### src/sv/modbus_rtu_request_deframer_assert.svh
// Assertion macros shared by the Modbus RTU request deframer modules
`ifndef MODBUS_RTU_REQUEST_DEFRAMER_ASSERT_SVH
`define MODBUS_RTU_REQUEST_DEFRAMER_ASSERT_SVH

`ifndef SYNTHESIS

// Check that a condition holds at every clock edge
`define MRD_ASSERT_ALWAYS(label, cond, msg) \
  label: assert property (@(posedge clk) disable iff (!rst_n) (cond)) else $error(msg);

// Check that an antecedent implies a consequent in the next cycle
`define MRD_ASSERT_NEXT(label, ante, cons, msg) \
  label: assert property (@(posedge clk) disable iff (!rst_n) (ante) |=> (cons)) else $error(msg);

// Check that an antecedent implies a consequent in the same cycle
`define MRD_ASSERT_IMPLY(label, ante, cons, msg) \
  label: assert property (@(posedge clk) disable iff (!rst_n) (ante) |-> (cons)) else $error(msg);

`else

`define MRD_ASSERT_ALWAYS(label, cond, msg)
`define MRD_ASSERT_NEXT(label, ante, cons, msg)
`define MRD_ASSERT_IMPLY(label, ante, cons, msg)

`endif

`endif

### src/sv/mrd_pkg.sv
// Types and constants of the Modbus RTU request deframer
package mrd_pkg;

  // Frame status codes on the result channel
  typedef enum logic [1:0] {
    STATUS_COLLECT = 2'd0,
    STATUS_GOOD    = 2'd1,
    STATUS_ERROR   = 2'd2
  } mrd_status_t;

  // Classification of one byte by the front part
  typedef enum logic [1:0] {
    KIND_COLLECT = 2'd0,
    KIND_ERROR   = 2'd1,
    KIND_CHECK   = 2'd2
  } mrd_kind_t;

  // Function codes and frame lengths
  localparam logic [7:0] FC_WRITE_COILS = 8'h0F;
  localparam logic [7:0] FC_WRITE_REGS  = 8'h10;
  localparam logic [9:0] LEN_EXCEPTION  = 10'd5;
  localparam logic [9:0] LEN_FIXED      = 10'd8;
  localparam logic [9:0] LEN_WRITE_BASE = 10'd9;
  localparam logic [8:0] IDX_FC_READY   = 9'd3;
  localparam logic [8:0] IDX_COUNT_BYTE = 9'd6;
  localparam logic [8:0] IDX_LAST_MAX   = 9'd263;

  // CRC-16/MODBUS
  localparam logic [15:0] CRC_INIT = 16'hFFFF;
  localparam logic [15:0] CRC_POLY = 16'hA001;

  // Queue between front and back
  localparam int unsigned QUEUE_DEPTH = 2;
  localparam int unsigned QUEUE_PTR_W = $clog2(QUEUE_DEPTH);

  // One classified byte passed from front to back
  typedef struct packed {
    logic [7:0] data_byte;
    logic [7:0] byte_index;
    mrd_kind_t  kind;
    logic       fold;
    logic [7:0] unit_id;
    logic [7:0] function_code;
  } mrd_item_t;

endpackage

### src/sv/mrd_if.sv
// Channel interfaces for received bytes and deframer results
interface mrd_rx_if;
  logic       valid;
  logic       ready;
  logic [7:0] rx_byte;

  modport source (output valid, output rx_byte, input ready);
  modport sink (input valid, input rx_byte, output ready);
endinterface

interface mrd_res_if;
  logic       valid;
  logic       ready;
  logic [7:0] data_byte;
  logic [7:0] byte_index;
  logic [1:0] frame_status;
  logic       last;
  logic [7:0] unit_id;
  logic [7:0] function_code;

  modport source (
    output valid, output data_byte, output byte_index, output frame_status,
    output last, output unit_id, output function_code, input ready
  );
  modport sink (
    input valid, input data_byte, input byte_index, input frame_status,
    input last, input unit_id, input function_code, output ready
  );
endinterface

### src/sv/modbus_rtu_request_deframer.sv
// Top level of the Modbus RTU request deframer
//
// Accepts one received request byte per cycle when neither side stalls, a rate set by the
// combinational front classifier and the byte-wide CRC update in the back, and returns one
// result per byte: the byte itself, its position in the frame, the frame's unit id and
// function code, and a status that marks a good frame end (CRC matches) or an error flush.
// A front part keeps the frame position and header and decides the expected length from
// the function code; a two-entry queue carries each classified byte to a back part that
// folds it into CRC-16/MODBUS and loads the output register. Each byte is registered in a
// queue slot, then in the output register, and either side may stall without losing a
// byte. MAX_FRAME_BYTES sets the longest frame length accepted before an error is flagged.
module modbus_rtu_request_deframer #(
  parameter int MAX_FRAME_BYTES = 256
) (
  input  logic      clk,
  input  logic      rst_n,
  mrd_rx_if.sink    in_ch,
  mrd_res_if.source out_ch
);
  import mrd_pkg::*;

  logic      push_valid;
  logic      push;
  logic      q_not_full;
  logic      q_not_empty;
  logic      pop;
  mrd_item_t push_item;
  mrd_item_t pop_item;

  assign push = push_valid && q_not_full;

  // Classify incoming bytes
  mrd_front #(
    .MAX_FRAME_BYTES(MAX_FRAME_BYTES)
  ) u_front (
    .clk        (clk),
    .rst_n      (rst_n),
    .in_ch      (in_ch),
    .push_valid (push_valid),
    .push_item  (push_item),
    .push_ready (q_not_full)
  );

  // Decouple front and back
  mrd_queue u_queue (
    .clk       (clk),
    .rst_n     (rst_n),
    .push      (push),
    .push_item (push_item),
    .not_full  (q_not_full),
    .pop       (pop),
    .not_empty (q_not_empty),
    .pop_item  (pop_item)
  );

  // Check CRC and deliver results
  mrd_back u_back (
    .clk        (clk),
    .rst_n      (rst_n),
    .item_valid (q_not_empty),
    .item       (pop_item),
    .item_pop   (pop),
    .out_ch     (out_ch)
  );

endmodule

### src/sv/mrd_front.sv
// Front part: tracks frame position and length, classifies each byte
module mrd_front #(
  parameter int MAX_FRAME_BYTES = 256
) (
  input  logic               clk,
  input  logic               rst_n,
  mrd_rx_if.sink             in_ch,
  output logic               push_valid,
  output mrd_pkg::mrd_item_t push_item,
  input  logic               push_ready
);
  import mrd_pkg::*;

  localparam logic [9:0] MaxLen = 10'(MAX_FRAME_BYTES);

  logic [8:0]  count_r, count_nxt;
  logic [23:0] hdr_r, hdr_nxt;
  logic [23:0] hdr_new;
  logic [8:0]  cnt;
  logic [9:0]  exp_len;
  logic        fc_bad;
  logic        accept;
  mrd_kind_t   kind;

  assign in_ch.ready = push_ready;
  assign accept      = in_ch.valid && push_ready;
  assign push_valid  = in_ch.valid;
  assign cnt         = count_r + 9'd1;

  // Capture header bytes into a working copy
  always_comb begin
    hdr_new = hdr_r;
    if (count_r == 9'd0) begin
      hdr_new[7:0] = in_ch.rx_byte;
    end else if (count_r == 9'd1) begin
      hdr_new[15:8] = in_ch.rx_byte;
    end else if (count_r == IDX_COUNT_BYTE) begin
      hdr_new[23:16] = in_ch.rx_byte;
    end
  end

  // Decode expected length from the function code
  always_comb begin
    exp_len = 10'd0;
    fc_bad  = 1'b0;
    if (hdr_new[15]) begin
      exp_len = LEN_EXCEPTION;
    end else begin
      unique case (hdr_new[15:8]) inside
        [8'h01:8'h06]: begin
          exp_len = LEN_FIXED;
        end
        FC_WRITE_COILS, FC_WRITE_REGS: begin
          if (count_r >= IDX_COUNT_BYTE) begin
            exp_len = LEN_WRITE_BASE + {2'b00, hdr_new[23:16]};
          end
        end
        default: begin
          fc_bad = 1'b1;
        end
      endcase
    end
  end

  // Classify the byte
  always_comb begin
    kind = KIND_COLLECT;
    if (count_r >= IDX_FC_READY) begin
      if (fc_bad) begin
        kind = KIND_ERROR;
      end else if (exp_len != 10'd0) begin
        if (exp_len > MaxLen) begin
          kind = KIND_ERROR;
        end else if ({1'b0, cnt} >= exp_len) begin
          kind = KIND_CHECK;
        end
      end
    end
  end

  // Build the queue entry
  always_comb begin
    push_item.data_byte     = in_ch.rx_byte;
    push_item.byte_index    = count_r[7:0];
    push_item.kind          = kind;
    push_item.fold          = (count_r >= 9'd2);
    push_item.unit_id       = (count_r >= 9'd1) ? hdr_new[7:0] : 8'h00;
    push_item.function_code = (count_r >= 9'd2) ? hdr_new[15:8] : 8'h00;
  end

  // Advance or restart the frame
  always_comb begin
    count_nxt = count_r;
    hdr_nxt   = hdr_r;
    if (accept) begin
      if (kind == KIND_COLLECT) begin
        count_nxt = cnt;
        hdr_nxt   = hdr_new;
      end else begin
        count_nxt = 9'd0;
        hdr_nxt   = 24'h000000;
      end
    end
  end

  always_ff @(posedge clk) begin
    if (!rst_n) begin
      count_r <= 9'd0;
      hdr_r   <= 24'h000000;
    end else begin
      count_r <= count_nxt;
      hdr_r   <= hdr_nxt;
    end
  end

`include "modbus_rtu_request_deframer_assert.svh"

  `MRD_ASSERT_ALWAYS(a_count_range, count_r <= IDX_LAST_MAX, "frame count out of range")
  `MRD_ASSERT_NEXT(a_restart, accept && (kind != KIND_COLLECT), count_r == 9'd0, "frame not restarted")

endmodule

### src/sv/mrd_queue.sv
// Short queue of classified bytes between front and back
module mrd_queue (
  input  logic               clk,
  input  logic               rst_n,
  input  logic               push,
  input  mrd_pkg::mrd_item_t push_item,
  output logic               not_full,
  input  logic               pop,
  output logic               not_empty,
  output mrd_pkg::mrd_item_t pop_item
);
  import mrd_pkg::*;

  localparam logic [QUEUE_PTR_W:0] DepthCnt = (QUEUE_PTR_W + 1)'(QUEUE_DEPTH);

  mrd_item_t              slot_r [QUEUE_DEPTH];
  logic [QUEUE_PTR_W-1:0] wr_ptr_r, wr_ptr_nxt;
  logic [QUEUE_PTR_W-1:0] rd_ptr_r, rd_ptr_nxt;
  logic [QUEUE_PTR_W:0]   fill_r, fill_nxt;

  assign not_full  = (fill_r != DepthCnt);
  assign not_empty = (fill_r != '0);
  assign pop_item  = slot_r[rd_ptr_r];

  // Advance pointers and fill level
  always_comb begin
    wr_ptr_nxt = push ? wr_ptr_r + 1'b1 : wr_ptr_r;
    rd_ptr_nxt = pop ? rd_ptr_r + 1'b1 : rd_ptr_r;
    fill_nxt   = fill_r;
    if (push && !pop) begin
      fill_nxt = fill_r + 1'b1;
    end else if (pop && !push) begin
      fill_nxt = fill_r - 1'b1;
    end
  end

  always_ff @(posedge clk) begin
    if (!rst_n) begin
      wr_ptr_r <= '0;
      rd_ptr_r <= '0;
      fill_r   <= '0;
    end else begin
      wr_ptr_r <= wr_ptr_nxt;
      rd_ptr_r <= rd_ptr_nxt;
      fill_r   <= fill_nxt;
    end
  end

  // Store the pushed entry
  always_ff @(posedge clk) begin
    if (push) begin
      slot_r[wr_ptr_r] <= push_item;
    end
  end

`include "modbus_rtu_request_deframer_assert.svh"

  `MRD_ASSERT_IMPLY(a_no_overflow, push, not_full, "push into full queue")
  `MRD_ASSERT_IMPLY(a_no_underflow, pop, not_empty, "pop from empty queue")

endmodule

### src/sv/mrd_back.sv
// Back part: runs the CRC, settles the frame status, holds the result
module mrd_back (
  input  logic               clk,
  input  logic               rst_n,
  input  logic               item_valid,
  input  mrd_pkg::mrd_item_t item,
  output logic               item_pop,
  mrd_res_if.source          out_ch
);
  import mrd_pkg::*;

  logic [15:0] crc_r, crc_nxt;
  logic [15:0] trail_r, trail_nxt;
  logic [15:0] crc_fold;
  logic [15:0] trail_new;
  logic        out_valid_r, out_valid_nxt;
  mrd_status_t status;

  logic [7:0] data_r, index_r, unit_r, fc_r;
  logic [1:0] status_r;

  // Fold one byte into a CRC-16/MODBUS value
  function automatic logic [15:0] crc_byte(input logic [15:0] crc_in, input logic [7:0] b);
    logic [15:0] c;
    c = crc_in ^ {8'h00, b};
    for (int i = 0; i < 8; i++) begin
      c = c[0] ? ((c >> 1) ^ CRC_POLY) : (c >> 1);
    end
    return c;
  endfunction

  assign item_pop = item_valid && (!out_valid_r || out_ch.ready);

  // Fold the byte leaving the two-byte window, then check
  always_comb begin
    crc_fold  = item.fold ? crc_byte(crc_r, trail_r[15:8]) : crc_r;
    trail_new = {trail_r[7:0], item.data_byte};
    unique case (item.kind)
      KIND_COLLECT: status = STATUS_COLLECT;
      KIND_ERROR:   status = STATUS_ERROR;
      KIND_CHECK:   status = ({trail_new[7:0], trail_new[15:8]} == crc_fold) ?
                             STATUS_GOOD : STATUS_ERROR;
      default:      status = STATUS_ERROR;
    endcase
  end

  // Update CRC state, restart it at frame end
  always_comb begin
    crc_nxt   = crc_r;
    trail_nxt = trail_r;
    if (item_pop) begin
      if (status == STATUS_COLLECT) begin
        crc_nxt   = crc_fold;
        trail_nxt = trail_new;
      end else begin
        crc_nxt   = CRC_INIT;
        trail_nxt = 16'h0000;
      end
    end
  end

  // Hold the result until taken
  always_comb begin
    out_valid_nxt = out_valid_r;
    if (item_pop) begin
      out_valid_nxt = 1'b1;
    end else if (out_ch.ready) begin
      out_valid_nxt = 1'b0;
    end
  end

  always_ff @(posedge clk) begin
    if (!rst_n) begin
      crc_r       <= CRC_INIT;
      trail_r     <= 16'h0000;
      out_valid_r <= 1'b0;
    end else begin
      crc_r       <= crc_nxt;
      trail_r     <= trail_nxt;
      out_valid_r <= out_valid_nxt;
    end
  end

  // Load the result register
  always_ff @(posedge clk) begin
    if (item_pop) begin
      data_r   <= item.data_byte;
      index_r  <= item.byte_index;
      status_r <= status;
      unit_r   <= item.unit_id;
      fc_r     <= item.function_code;
    end
  end

  assign out_ch.valid         = out_valid_r;
  assign out_ch.data_byte     = data_r;
  assign out_ch.byte_index    = index_r;
  assign out_ch.frame_status  = status_r;
  assign out_ch.last          = (status_r != STATUS_COLLECT);
  assign out_ch.unit_id       = unit_r;
  assign out_ch.function_code = fc_r;

`include "modbus_rtu_request_deframer_assert.svh"

  `MRD_ASSERT_NEXT(a_crc_restart, item_pop && (item.kind != KIND_COLLECT), (crc_r == CRC_INIT) && (trail_r == 16'h0000), "CRC not restarted at frame end")

endmodule
### src/flat_wrapper.sv
// flat-port wrapper written by rule: the top's interface ports become plain ports
module modbus_rtu_request_deframer_flat import mrd_pkg::*;
#(
  parameter int MAX_FRAME_BYTES = 256
)
  (clk, rst_n, in_ch_valid, in_ch_rx_byte, in_ch_ready, out_ch_valid, out_ch_data_byte, out_ch_byte_index, out_ch_frame_status, out_ch_last, out_ch_unit_id, out_ch_function_code, out_ch_ready);
  mrd_rx_if in_ch_i ();
  mrd_res_if out_ch_i ();
  input  logic clk;
  input  logic rst_n;
  input wire logic [$bits(in_ch_i.valid)-1:0] in_ch_valid;
  input wire logic [$bits(in_ch_i.rx_byte)-1:0] in_ch_rx_byte;
  output wire logic [$bits(in_ch_i.ready)-1:0] in_ch_ready;
  output wire logic [$bits(out_ch_i.valid)-1:0] out_ch_valid;
  output wire logic [$bits(out_ch_i.data_byte)-1:0] out_ch_data_byte;
  output wire logic [$bits(out_ch_i.byte_index)-1:0] out_ch_byte_index;
  output wire logic [$bits(out_ch_i.frame_status)-1:0] out_ch_frame_status;
  output wire logic [$bits(out_ch_i.last)-1:0] out_ch_last;
  output wire logic [$bits(out_ch_i.unit_id)-1:0] out_ch_unit_id;
  output wire logic [$bits(out_ch_i.function_code)-1:0] out_ch_function_code;
  input wire logic [$bits(out_ch_i.ready)-1:0] out_ch_ready;
  assign in_ch_i.valid = in_ch_valid;
  assign in_ch_i.rx_byte = in_ch_rx_byte;
  assign in_ch_ready = in_ch_i.ready;
  assign out_ch_valid = out_ch_i.valid;
  assign out_ch_data_byte = out_ch_i.data_byte;
  assign out_ch_byte_index = out_ch_i.byte_index;
  assign out_ch_frame_status = out_ch_i.frame_status;
  assign out_ch_last = out_ch_i.last;
  assign out_ch_unit_id = out_ch_i.unit_id;
  assign out_ch_function_code = out_ch_i.function_code;
  assign out_ch_i.ready = out_ch_ready;
  modbus_rtu_request_deframer #(.MAX_FRAME_BYTES(MAX_FRAME_BYTES)) u_core (.clk(clk), .rst_n(rst_n), .in_ch(in_ch_i), .out_ch(out_ch_i));
endmodule
### config.mk
export PLATFORM = sky130hd
export DESIGN_NAME = modbus_rtu_request_deframer_flat
export DESIGN_NICKNAME = d
export VERILOG_FILES = /design/src/sv/mrd_pkg.sv /design/src/sv/mrd_if.sv /design/src/sv/modbus_rtu_request_deframer.sv /design/src/sv/mrd_front.sv /design/src/sv/mrd_queue.sv /design/src/sv/mrd_back.sv /design/src/flat_wrapper.sv
export VERILOG_INCLUDE_DIRS = /design/src /design/src/sv
export SDC_FILE = /design/constraint.sdc
export NUM_CORES = 1
export LEC_CHECK = 0
export BUFFER_PORTS_ARGS = -buffer_cell sky130_fd_sc_hd__buf_2
export CAP_MARGIN = 20
export CORE_ASPECT_RATIO = 1.5
export CORE_UTILIZATION = 60
export DETAILED_ROUTE_END_ITERATION = 6
export PLACE_DENSITY = 0.84
export SLEW_MARGIN = 40
export SYNTH_ARGS = -nofsm -noshare
export SYNTH_HDL_FRONTEND = slang
export SYNTH_SLANG_ARGS = --single-unit
### constraint.sdc
create_clock -name clk -period 11.3 [get_ports clk]
set_clock_uncertainty 0.2 [all_clocks]
set_input_delay 0.565 -clock clk [delete_from_list [all_inputs] [get_ports clk]]
set_output_delay 0.565 -clock clk [all_outputs]
set_load 0.1 [all_outputs]
==> results of run 1 <==
## metrics by stage
stage	setup WS (ps)	instance area (µm²)	power, mW	util
final	5633	9487	2.499	0.6943
after global routing	5211	9487	2.593	0.6943
after CTS	5777	9469	2.505	0.6930
after detailed placement	5835	8846	1.892	0.6474
after global placement	6025	8810	1.866	0.6448
after floorplan	6746	8483	1.714	-
## Yosys cell counts (3+ instances only)
cell type	number	share of area
sky130_fd_sc_hd__or2_2	3	0.0022
sky130_fd_sc_hd__nor2_1	51	0.023
sky130_fd_sc_hd__o211ai_1	19	0.017
sky130_fd_sc_hd__xnor2_1	32	0.033
sky130_fd_sc_hd__nor3_1	18	0.011
sky130_fd_sc_hd__dfxtp_1	71	0.17
sky130_fd_sc_hd__nor2b_1	11	0.0081
sky130_fd_sc_hd__nand4_1	33	0.024
sky130_fd_sc_hd__a21boi_0	11	0.0097
sky130_fd_sc_hd__a21oi_1	42	0.025
sky130_fd_sc_hd__nand2_1	110	0.049
sky130_fd_sc_hd__nand2b_1	6	0.0044
sky130_fd_sc_hd__buf_2	7	0.0041
sky130_fd_sc_hd__xor2_1	18	0.019
sky130_fd_sc_hd__ha_1	15	0.022
sky130_fd_sc_hd__or3_1	7	0.0052
sky130_fd_sc_hd__and3_1	6	0.0044
sky130_fd_sc_hd__nand3_1	31	0.018
sky130_fd_sc_hd__a31oi_1	10	0.0074
sky130_fd_sc_hd__a211oi_1	5	0.0044
sky130_fd_sc_hd__inv_1	25	0.011
sky130_fd_sc_hd__mux2_2	25	0.033
sky130_fd_sc_hd__mux2i_1	19	0.022
sky130_fd_sc_hd__clkbuf_1	39	0.017
sky130_fd_sc_hd__buf_1	3	0.0013
sky130_fd_sc_hd__edfxtp_1	104	0.37
sky130_fd_sc_hd__o21a_1	3	0.0027
sky130_fd_sc_hd__o22ai_1	17	0.013
sky130_fd_sc_hd__nor4_1	3	0.0022
sky130_fd_sc_hd__o21ai_0	28	0.017
## worst reg2reg max path, delay by kind of cell (launching register included)
kind                     cells  cell delay, ps
flip-flops                   1             550
AND/OR/NAND/NOR              6            1290
AO/OA/AOI/OAI                8            2020
adder cells (fa/ha/maj)      3             800
buffers and inverters        2             500
XOR/XNOR                     1             230
## cell type report
class                      count  area (µm²)  area share
sequential                   175        4546      0.4792
tap                          162       202.7     0.02137
inverter                      25       93.84    0.009892
timing repair buffer          58       335.3     0.03535
clock buffer                  19       442.9     0.04669
clock inverter                13       180.2     0.01899
multi-input combinational    568        3686      0.3886
## per-layer routing
metal	wire, µm	global-route usage	vias up	share of wire
li1	-	-	3030	-
met1	7111	0.3149	3109	0.37
met2	10130	0.4899	288	0.53
met3	1061	0.04775	84	0.055
met4	956	0.1728	0	0.050
met5	0	0	-	0
## worst min path at each step
stage                     slack (ps)                                endpoint  depth (start not counted)
after floorplan                  220  u_core.u_queue.slot_r[0][25]$_DFFE_PP_                          0
after global placement           260   u_core.u_back.trail_r[9]$_SDFFE_PN0P_                          2
after detailed placement         270   u_core.u_front.hdr_r[17]$_SDFFE_PN0P_                          2
after CTS                        200  u_core.u_queue.slot_r[0][34]$_DFFE_PP_                          1
after global routing             230  u_core.u_queue.slot_r[0][34]$_DFFE_PP_                          1
final                            220  u_core.u_queue.slot_r[0][34]$_DFFE_PP_                          1
## registers in the layout, indices dropped and copies added (netlist names), 8 cells and up, named ones only
register,cells
u_core.u_back.trail_r,16
u_core.u_front.hdr_r,24
u_core.u_back.crc_r,16
u_core.u_back.out_ch.byte_index,8
u_core.u_back.out_ch.function_code,8
u_core.u_queue.slot_r,70
u_core.u_front.count_r,9
u_core.u_back.out_ch.data_byte,8
u_core.u_back.out_ch.unit_id,8
## report_power, final
part           total, mW  internal (mW)  switching [mW]
sequential         0.907          0.843          0.0639
clock              0.609          0.359           0.251
combinational      0.983          0.201           0.782
total               2.50           1.40            1.10
## cells by family (layout without fill, tap and decap cells)
kind of cell,Yosys count,count (layout)
AOI/OAI and AO/OA,158,158
xor gates and xnor gates,54,54
muxes,44,44
DFF,175,175
and+or+nand+nor,297,297
adders and majority gates,15,15
buffers and inverters,74,115
==> flow_results.xml, run 1 <==
<?xml version="1.0" encoding="UTF-8"?>
<metrics>
  <group name="run_status">
    <metric name="status" unit="">completed</metric>
  </group>
  <group name="floorplanning">
    <metric name="die_height" unit="µm">147.6</metric>
    <metric name="start_util" unit="">0.6209</metric>
    <metric name="placeableCoreArea" unit="µm²">13660</metric>
    <metric name="ioPinCount" unit="">49</metric>
    <metric name="die_w" unit="µm">99.09</metric>
    <metric name="row_count" unit="">52</metric>
    <metric name="floorplan.die_area" unit="µm²">14630</metric>
  </group>
  <group name="placed_design">
    <metric name="number_of_placed_instances_with_taps_included" unit="">987</metric>
    <metric name="io_buffers" unit="">48</metric>
    <metric name="detailed_place_hpwl" unit="µm">12870</metric>
    <metric name="gp_congestion" unit="">0.9301</metric>
  </group>
  <group name="cts">
    <metric name="cts_setup_buffers" unit="">0</metric>
    <metric name="ctsResizeCount" unit="">0</metric>
    <metric name="cts-buffers-inserted" unit="">17</metric>
    <metric name="cts_tree" unit="">built</metric>
    <metric name="clkSlewWorstSetupHoldPaths" unit="ps">70</metric>
    <metric name="hold_fix_buffers_cts" unit="">0</metric>
    <metric name="cts_max_path_buffers" unit="">2</metric>
    <metric name="cts-root-buf" unit="">sky130_fd_sc_hd__clkbuf_16</metric>
    <metric name="cts_num_sinks" unit="">175</metric>
    <metric name="cts.htree.levels" unit="">4</metric>
    <metric name="insertion_delay" unit="ps">430</metric>
  </group>
  <group name="detailed_routing">
    <metric name="final_antenna_net_count" unit="">0</metric>
    <metric name="post-route-drc-count" unit="">0</metric>
    <metric name="vias_per_cell" unit="">6.383</metric>
    <metric name="drt-wirelength-per-cell" unit="µm">18.88</metric>
    <metric name="initialDrtViolationCount" unit="">531</metric>
    <metric name="num_vias" unit="">6511</metric>
    <metric name="length_of_the_first_detailed_routing_pass_in_iterations" unit="">5</metric>
    <metric name="routed_wirelength" unit="µm">19260</metric>
  </group>
  <group name="critical_path">
    <metric name="crit_path_cell_trace" unit="">ha_1 &gt; nor4bb_1 &gt; nand2_1 &gt; nand2_1 &gt; nand2_1 &gt; ha_1 &gt; a21oi_1 &gt; xor2_1 &gt; nor2_1 &gt; o21ai_0 &gt; ha_1 &gt; a21o_1 &gt; a211o_1 &gt; a41oi_1 &gt; o21ai_0 &gt; inv_1 &gt; a211o_1 &gt; buf_4 &gt; nand4_1 &gt; a31oi_1</metric>
    <metric name="cp_slowest_stage_delay" unit="ps">550</metric>
    <metric name="worst-setup-path-type" unit="">reg -&gt; reg</metric>
    <metric name="cp.required" unit="ps">11450</metric>
    <metric name="crit-reg2reg-launch" unit="">u_core.u_front.count_r[1]$_SDFFE_PN0P_</metric>
    <metric name="crit_arrival" unit="ps">5820</metric>
    <metric name="worstSetupEndpointType" unit="">flop</metric>
    <metric name="critPathSlowestCell" unit="">sky130_fd_sc_hd__dfxtp_1</metric>
    <metric name="crit_path_max_fanout" unit="">23</metric>
    <metric name="critPathLaunch" unit="">u_core.u_front.count_r[1]$_SDFFE_PN0P_</metric>
    <metric name="cp.depth" unit="">20</metric>
    <metric name="regToRegSetupSlack" unit="ps">5630</metric>
    <metric name="cp_top_family" unit="">compound AO/OA/AOI/OAI gates</metric>
    <metric name="timing.critical_path.buf_inv" unit="">2</metric>
    <metric name="worstSetupEndpoint" unit="">u_core.u_front.hdr_r[14]$_SDFFE_PN0P_</metric>
    <metric name="r2r.worst_path.cells" unit="">20</metric>
    <metric name="rr_endpoint" unit="">u_core.u_front.hdr_r[14]$_SDFFE_PN0P_</metric>
    <metric name="worst_setup_path_start_kind" unit="">flop</metric>
  </group>
  <group name="synth">
    <metric name="post_synthesis_xor_xnor_area_fraction" unit="">0.06180</metric>
    <metric name="avgSynthCellArea" unit="µm²">10.38</metric>
    <metric name="postSynthCellCount" unit="">817</metric>
    <metric name="synth.yosys.seq_area_share" unit="">0.5357</metric>
    <metric name="asyncSetResetFlopFracSynth" unit="">0</metric>
    <metric name="edff_count_synth" unit="">104</metric>
    <metric name="syn_area" unit="µm²">8483</metric>
    <metric name="ys.flop_type" unit="">sky130_fd_sc_hd__edfxtp_1</metric>
    <metric name="syn-num-nets" unit="">844</metric>
    <metric name="largest_family_of_logic_cells_by_synthesized_area" unit="">simple AND/OR/NAND/NOR gates</metric>
    <metric name="synth_adder_area_share" unit="">0.02212</metric>
    <metric name="ys_seq_elements" unit="">175</metric>
    <metric name="ys.warnings.count" unit="">0</metric>
    <metric name="proportion_of_synthesized_area_in_mux_cells" unit="">0.05560</metric>
    <metric name="area_fraction_in_compound_gates_after_synthesis" unit="">0.1192</metric>
    <metric name="netlist-cell-type-count" unit="">66</metric>
    <metric name="synth_simple_gate_area_frac" unit="">0.1718</metric>
  </group>
  <group name="timing">
    <metric name="unrepaired_setup_endpoints_after_global_routing" unit="">no</metric>
    <metric name="fmaxAchievable" unit="MHz">176.5</metric>
    <metric name="timing_max_transition_violations_final" unit="">0</metric>
    <metric name="timing_worst_slew_pin_value" unit="ps">739.5</metric>
    <metric name="setup-violations-final" unit="">0</metric>
    <metric name="period_minus_slack" unit="ps">5667</metric>
    <metric name="timing.final.crit_share" unit="">0.5015</metric>
    <metric name="finalSetupTns" unit="ps">0</metric>
    <metric name="timing.slew.headroom" unit="">0.4929</metric>
    <metric name="fin_worst_hold_slack" unit="ps">223.2</metric>
    <metric name="final-hold-violation-count" unit="">0</metric>
  </group>
  <group name="global_route">
    <metric name="globalRouteTotalUtil" unit="">0.2793</metric>
    <metric name="grt_max_degree" unit="">60</metric>
    <metric name="global_route_wire_length_before_repair" unit="µm">31600</metric>
    <metric name="overflow" unit="">0</metric>
    <metric name="grt_pass1_vias" unit="">6350</metric>
    <metric name="antenna_found_initial" unit="">0</metric>
  </group>
  <group name="min_path">
    <metric name="hold_path.startpoint" unit="">in_ch_rx_byte[7]</metric>
    <metric name="worst_hold_path_type" unit="">in -&gt; reg</metric>
  </group>
  <group name="power">
    <metric name="power_density" unit="nW/µm²">263.4</metric>
    <metric name="power_leakage" unit="nW">3.442</metric>
    <metric name="worst_voltage_drop_across_the_vdd_grid" unit="V">0.0001570</metric>
  </group>
  <group name="final_layout">
    <metric name="area_growth" unit="%">11.83</metric>
    <metric name="nNetsFinal" unit="">872</metric>
    <metric name="commonest_cells_after_routing_fill_and_taps_aside" unit="">sky130_fd_sc_hd__nand2_1 (110), sky130_fd_sc_hd__edfxtp_1 (104), sky130_fd_sc_hd__dfxtp_1 (70)</metric>
    <metric name="share_of_post_route_cells_with_drive_strength_above_1" unit="">0.1585</metric>
    <metric name="layout.cells.most_common" unit="">sky130_fd_sc_hd__nand2_1</metric>
    <metric name="final-instance-count-excl-fill" unit="">1020</metric>
    <metric name="n_antenna_cell" unit="">0</metric>
    <metric name="filler_cell_count" unit="">992</metric>
  </group>
  <group name="job">
    <metric name="cap_violations" unit="">0</metric>
  </group>
</metrics>
(Power assumes the default switching activity.)
==> inputs of run 2 (changes only) <==
--- a/config.mk
+++ b/config.mk
@@ -9,9 +9,9 @@
 export BUFFER_PORTS_ARGS = -buffer_cell sky130_fd_sc_hd__buf_2
 export CAP_MARGIN = 20
 export CORE_ASPECT_RATIO = 1.5
-export CORE_UTILIZATION = 60
+export CORE_UTILIZATION = 55
 export DETAILED_ROUTE_END_ITERATION = 6
-export PLACE_DENSITY = 0.84
+export PLACE_DENSITY = 0.81
 export SLEW_MARGIN = 40
 export SYNTH_ARGS = -nofsm -noshare
 export SYNTH_HDL_FRONTEND = slang
==> constraint.sdc (replaced) <==
create_clock -name clk -period 5 [get_ports clk]
set_clock_uncertainty 0.2 [all_clocks]
set_input_delay 0.25 -clock clk [delete_from_list [all_inputs] [get_ports clk]]
set_output_delay 0.25 -clock clk [all_outputs]
set_load 0.1 [all_outputs]
==> flow_results.xml, run 2 (synthesis gave the netlist of run 1 again) <==
<?xml version="1.0" encoding="UTF-8"?>
<metrics>
  <group name="final_layout">
    <metric name="post-route-util" unit="">0.6408</metric>
    <metric name="largest_register_ffs" unit="">70</metric>
    <metric name="registers.top_by_ff_count" unit="">u_core.u_queue.slot_r</metric>
    <metric name="n_antenna_cell" unit="">0</metric>
    <metric name="nNetsFinal" unit="">889</metric>
    <metric name="filler_cell_count" unit="">1125</metric>
    <metric name="commonest_cells_after_routing_fill_and_taps_aside" unit="">sky130_fd_sc_hd__nand2_1 (110), sky130_fd_sc_hd__edfxtp_1 (104), sky130_fd_sc_hd__dfxtp_1 (70)</metric>
    <metric name="area_growth" unit="%">13.85</metric>
    <metric name="layout.cells.most_common" unit="">sky130_fd_sc_hd__nand2_1</metric>
    <metric name="biggestRegsByFlops" unit="">u_core.u_queue.slot_r (70), u_core.u_front.hdr_r (24)</metric>
    <metric name="share_of_post_route_cells_with_drive_strength_above_1" unit="">0.1749</metric>
  </group>
  <group name="cts">
    <metric name="cts_tree" unit="">built</metric>
    <metric name="cts_max_path_buffers" unit="">2</metric>
    <metric name="insertion_delay" unit="ps">430</metric>
    <metric name="cts.htree.levels" unit="">4</metric>
    <metric name="cts_setup_buffers" unit="">0</metric>
    <metric name="cts-buffers-inserted" unit="">17</metric>
    <metric name="cts_num_sinks" unit="">175</metric>
    <metric name="cts-root-buf" unit="">sky130_fd_sc_hd__clkbuf_16</metric>
    <metric name="clkSlewWorstSetupHoldPaths" unit="ps">80</metric>
  </group>
  <group name="critical_path">
    <metric name="cp_slowest_stage_delay" unit="ps">580</metric>
    <metric name="cp.depth" unit="">19</metric>
    <metric name="crit_arrival" unit="ps">4850</metric>
    <metric name="cp.required" unit="ps">5150</metric>
    <metric name="worstSetupEndpointType" unit="">flop</metric>
    <metric name="timing.critical_path.buf_inv" unit="">1</metric>
    <metric name="critPathSlowestCell" unit="">sky130_fd_sc_hd__or4_4</metric>
    <metric name="crit_path_cell_trace" unit="">or4_4 &gt; nor2_4 &gt; nand2_1 &gt; nand2_1 &gt; ha_2 &gt; a21oi_2 &gt; xor2_1 &gt; nor2_1 &gt; o21ai_0 &gt; ha_1 &gt; a21o_1 &gt; a211o_1 &gt; a41oi_1 &gt; o21ai_0 &gt; o21a_1 &gt; a211oi_4 &gt; buf_8 &gt; nand4_1 &gt; a31oi_1</metric>
    <metric name="worst-setup-path-type" unit="">reg -&gt; reg</metric>
    <metric name="cp_top_family" unit="">compound AO/OA/AOI/OAI gates</metric>
    <metric name="crit_path_max_fanout" unit="">31</metric>
    <metric name="worst_setup_path_start_kind" unit="">flop</metric>
    <metric name="r2r.worst_path.cells" unit="">19</metric>
  </group>
  <group name="floorplanning">
    <metric name="die_height" unit="µm">154.1</metric>
    <metric name="start_util" unit="">0.5629</metric>
    <metric name="die_w" unit="µm">103.4</metric>
    <metric name="ioPinCount" unit="">49</metric>
    <metric name="floorplan.die_area" unit="µm²">15940</metric>
    <metric name="placeableCoreArea" unit="µm²">15070</metric>
    <metric name="row_count" unit="">55</metric>
  </group>
  <group name="placed_design">
    <metric name="post_place_worst_slack" unit="ps">166.4</metric>
    <metric name="gp_congestion" unit="">0.9432</metric>
    <metric name="io_buffers" unit="">48</metric>
    <metric name="detailed_place_hpwl" unit="µm">13200</metric>
  </group>
  <group name="detailed_routing">
    <metric name="drt-wirelength-per-cell" unit="µm">18.82</metric>
    <metric name="initialDrtViolationCount" unit="">503</metric>
    <metric name="vias_per_cell" unit="">6.156</metric>
    <metric name="routed_wirelength" unit="µm">20210</metric>
    <metric name="final_antenna_net_count" unit="">0</metric>
    <metric name="post-route-drc-count" unit="">0</metric>
    <metric name="length_of_the_first_detailed_routing_pass_in_iterations" unit="">5</metric>
    <metric name="num_vias" unit="">6612</metric>
  </group>
  <group name="timing">
    <metric name="unrepaired_setup_endpoints_after_global_routing" unit="">no</metric>
    <metric name="timing_worst_slew_pin_value" unit="ps">783.8</metric>
    <metric name="period_minus_slack" unit="ps">4698</metric>
    <metric name="timing_max_transition_violations_final" unit="">0</metric>
    <metric name="finalSetupTns" unit="ps">0</metric>
    <metric name="fmaxAchievable" unit="MHz">212.8</metric>
    <metric name="setup-violations-final" unit="">0</metric>
    <metric name="final-hold-violation-count" unit="">0</metric>
    <metric name="setup_ws" unit="ps">301.6</metric>
    <metric name="timing.final.crit_share" unit="">0.9397</metric>
    <metric name="timing.slew.headroom" unit="">0.4640</metric>
  </group>
  <group name="power">
    <metric name="worst_voltage_drop_across_the_vdd_grid" unit="V">0.0003447</metric>
    <metric name="power_density" unit="nW/µm²">584.3</metric>
    <metric name="power_leakage" unit="nW">3.518</metric>
  </group>
  <group name="global_route">
    <metric name="grt_pass1_vias" unit="">6288</metric>
    <metric name="grt_max_degree" unit="">48</metric>
    <metric name="antenna_found_initial" unit="">0</metric>
    <metric name="globalRouteTotalUtil" unit="">0.2606</metric>
    <metric name="overflow" unit="">0</metric>
    <metric name="global_route_wire_length_before_repair" unit="µm">31400</metric>
  </group>
  <group name="min_path">
    <metric name="worst_hold_path_type" unit="">in -&gt; reg</metric>
    <metric name="worstHoldPathCells" unit="">2</metric>
  </group>
  <group name="run_status">
    <metric name="status" unit="">completed</metric>
  </group>
  <group name="job">
    <metric name="cap_violations" unit="">0</metric>
  </group>
</metrics>
## run 2: cell count changes in the layout (fill, tap and decap cells not counted), moves of 2 or more
cell and delta:
sky130_fd_sc_hd__buf_4 +13, sky130_fd_sc_hd__dlygate4sd3_1 +3, sky130_fd_sc_hd__inv_8 +3, sky130_fd_sc_hd__bufinv_16 -2, sky130_fd_sc_hd__inv_6 +2
## run 2: what timing repair did
| action | 4_1_cts | 5_1_grt |
|---|---|---|
| hold buffers | 3 | 0 |
| endpoints found under the hold margin | 6 | 0 |
| resized for setup | 0 | 7 |
| endpoints found under the setup margin | 0 | 33 |
## run 2: cell type report
type | count | area [µm²] | share of cell area
Timing Repair Buffer | 75 | 478.0 | 0.04949
Tap cell | 199 | 249.0 | 0.02578
Sequential cell | 175 | 4546 | 0.4707
Clock inverter | 15 | 165.2 | 0.01710
Clock buffer | 17 | 425.4 | 0.04405
Multi-Input combinational cell | 568 | 3701 | 0.3832
Inverter | 25 | 93.84 | 0.009716
## run 2: worst paths after layout
path / startpoint / end / slack (ps)
max: u_core.u_front.count_r[3]$_SDFFE_PN0P_ / u_core.u_front.hdr_r[14]$_SDFFE_PN0P_ / 300
min: rst_n / u_core.u_queue.wr_ptr_r$_SDFFE_PN0P_ / 20
max reg2reg: u_core.u_front.count_r[3]$_SDFFE_PN0P_ / u_core.u_front.hdr_r[14]$_SDFFE_PN0P_ / 300
min reg2reg: u_core.u_front.hdr_r[17]$_SDFFE_PN0P_ / u_core.u_front.hdr_r[17]$_SDFFE_PN0P_ / 280
## run 2: where the power goes
group / internal, mW / switching [mW] / total, mW
logic: 0.478 / 1.80 / 2.28
registers: 1.90 / 0.136 / 2.04
clock network: 0.713 / 0.615 / 1.33
total: 3.09 / 2.55 / 5.64
## run 2: routing by layer
layer | global-route usage | part of all wire | vias up
met5 | 0 | 0 | -
met2 | 0.4620 | 0.54 | 286
li1 | - | - | 3070
met3 | 0.04364 | 0.054 | 74
met1 | 0.2847 | 0.36 | 3182
met4 | 0.1516 | 0.046 | 0
## run 2: metrics by stage
step	cells	instance area, µm²	power, mW	hold WS, ps
after global placement	1038	8969	4.252	263.3
after detailed placement	1039	9001	4.309	272.5
after global routing	1074	9658	5.845	17.18
after floorplan	817	8483	3.874	148.9
after CTS	1074	9622	5.637	11.85
final	1074	9658	5.643	22.80
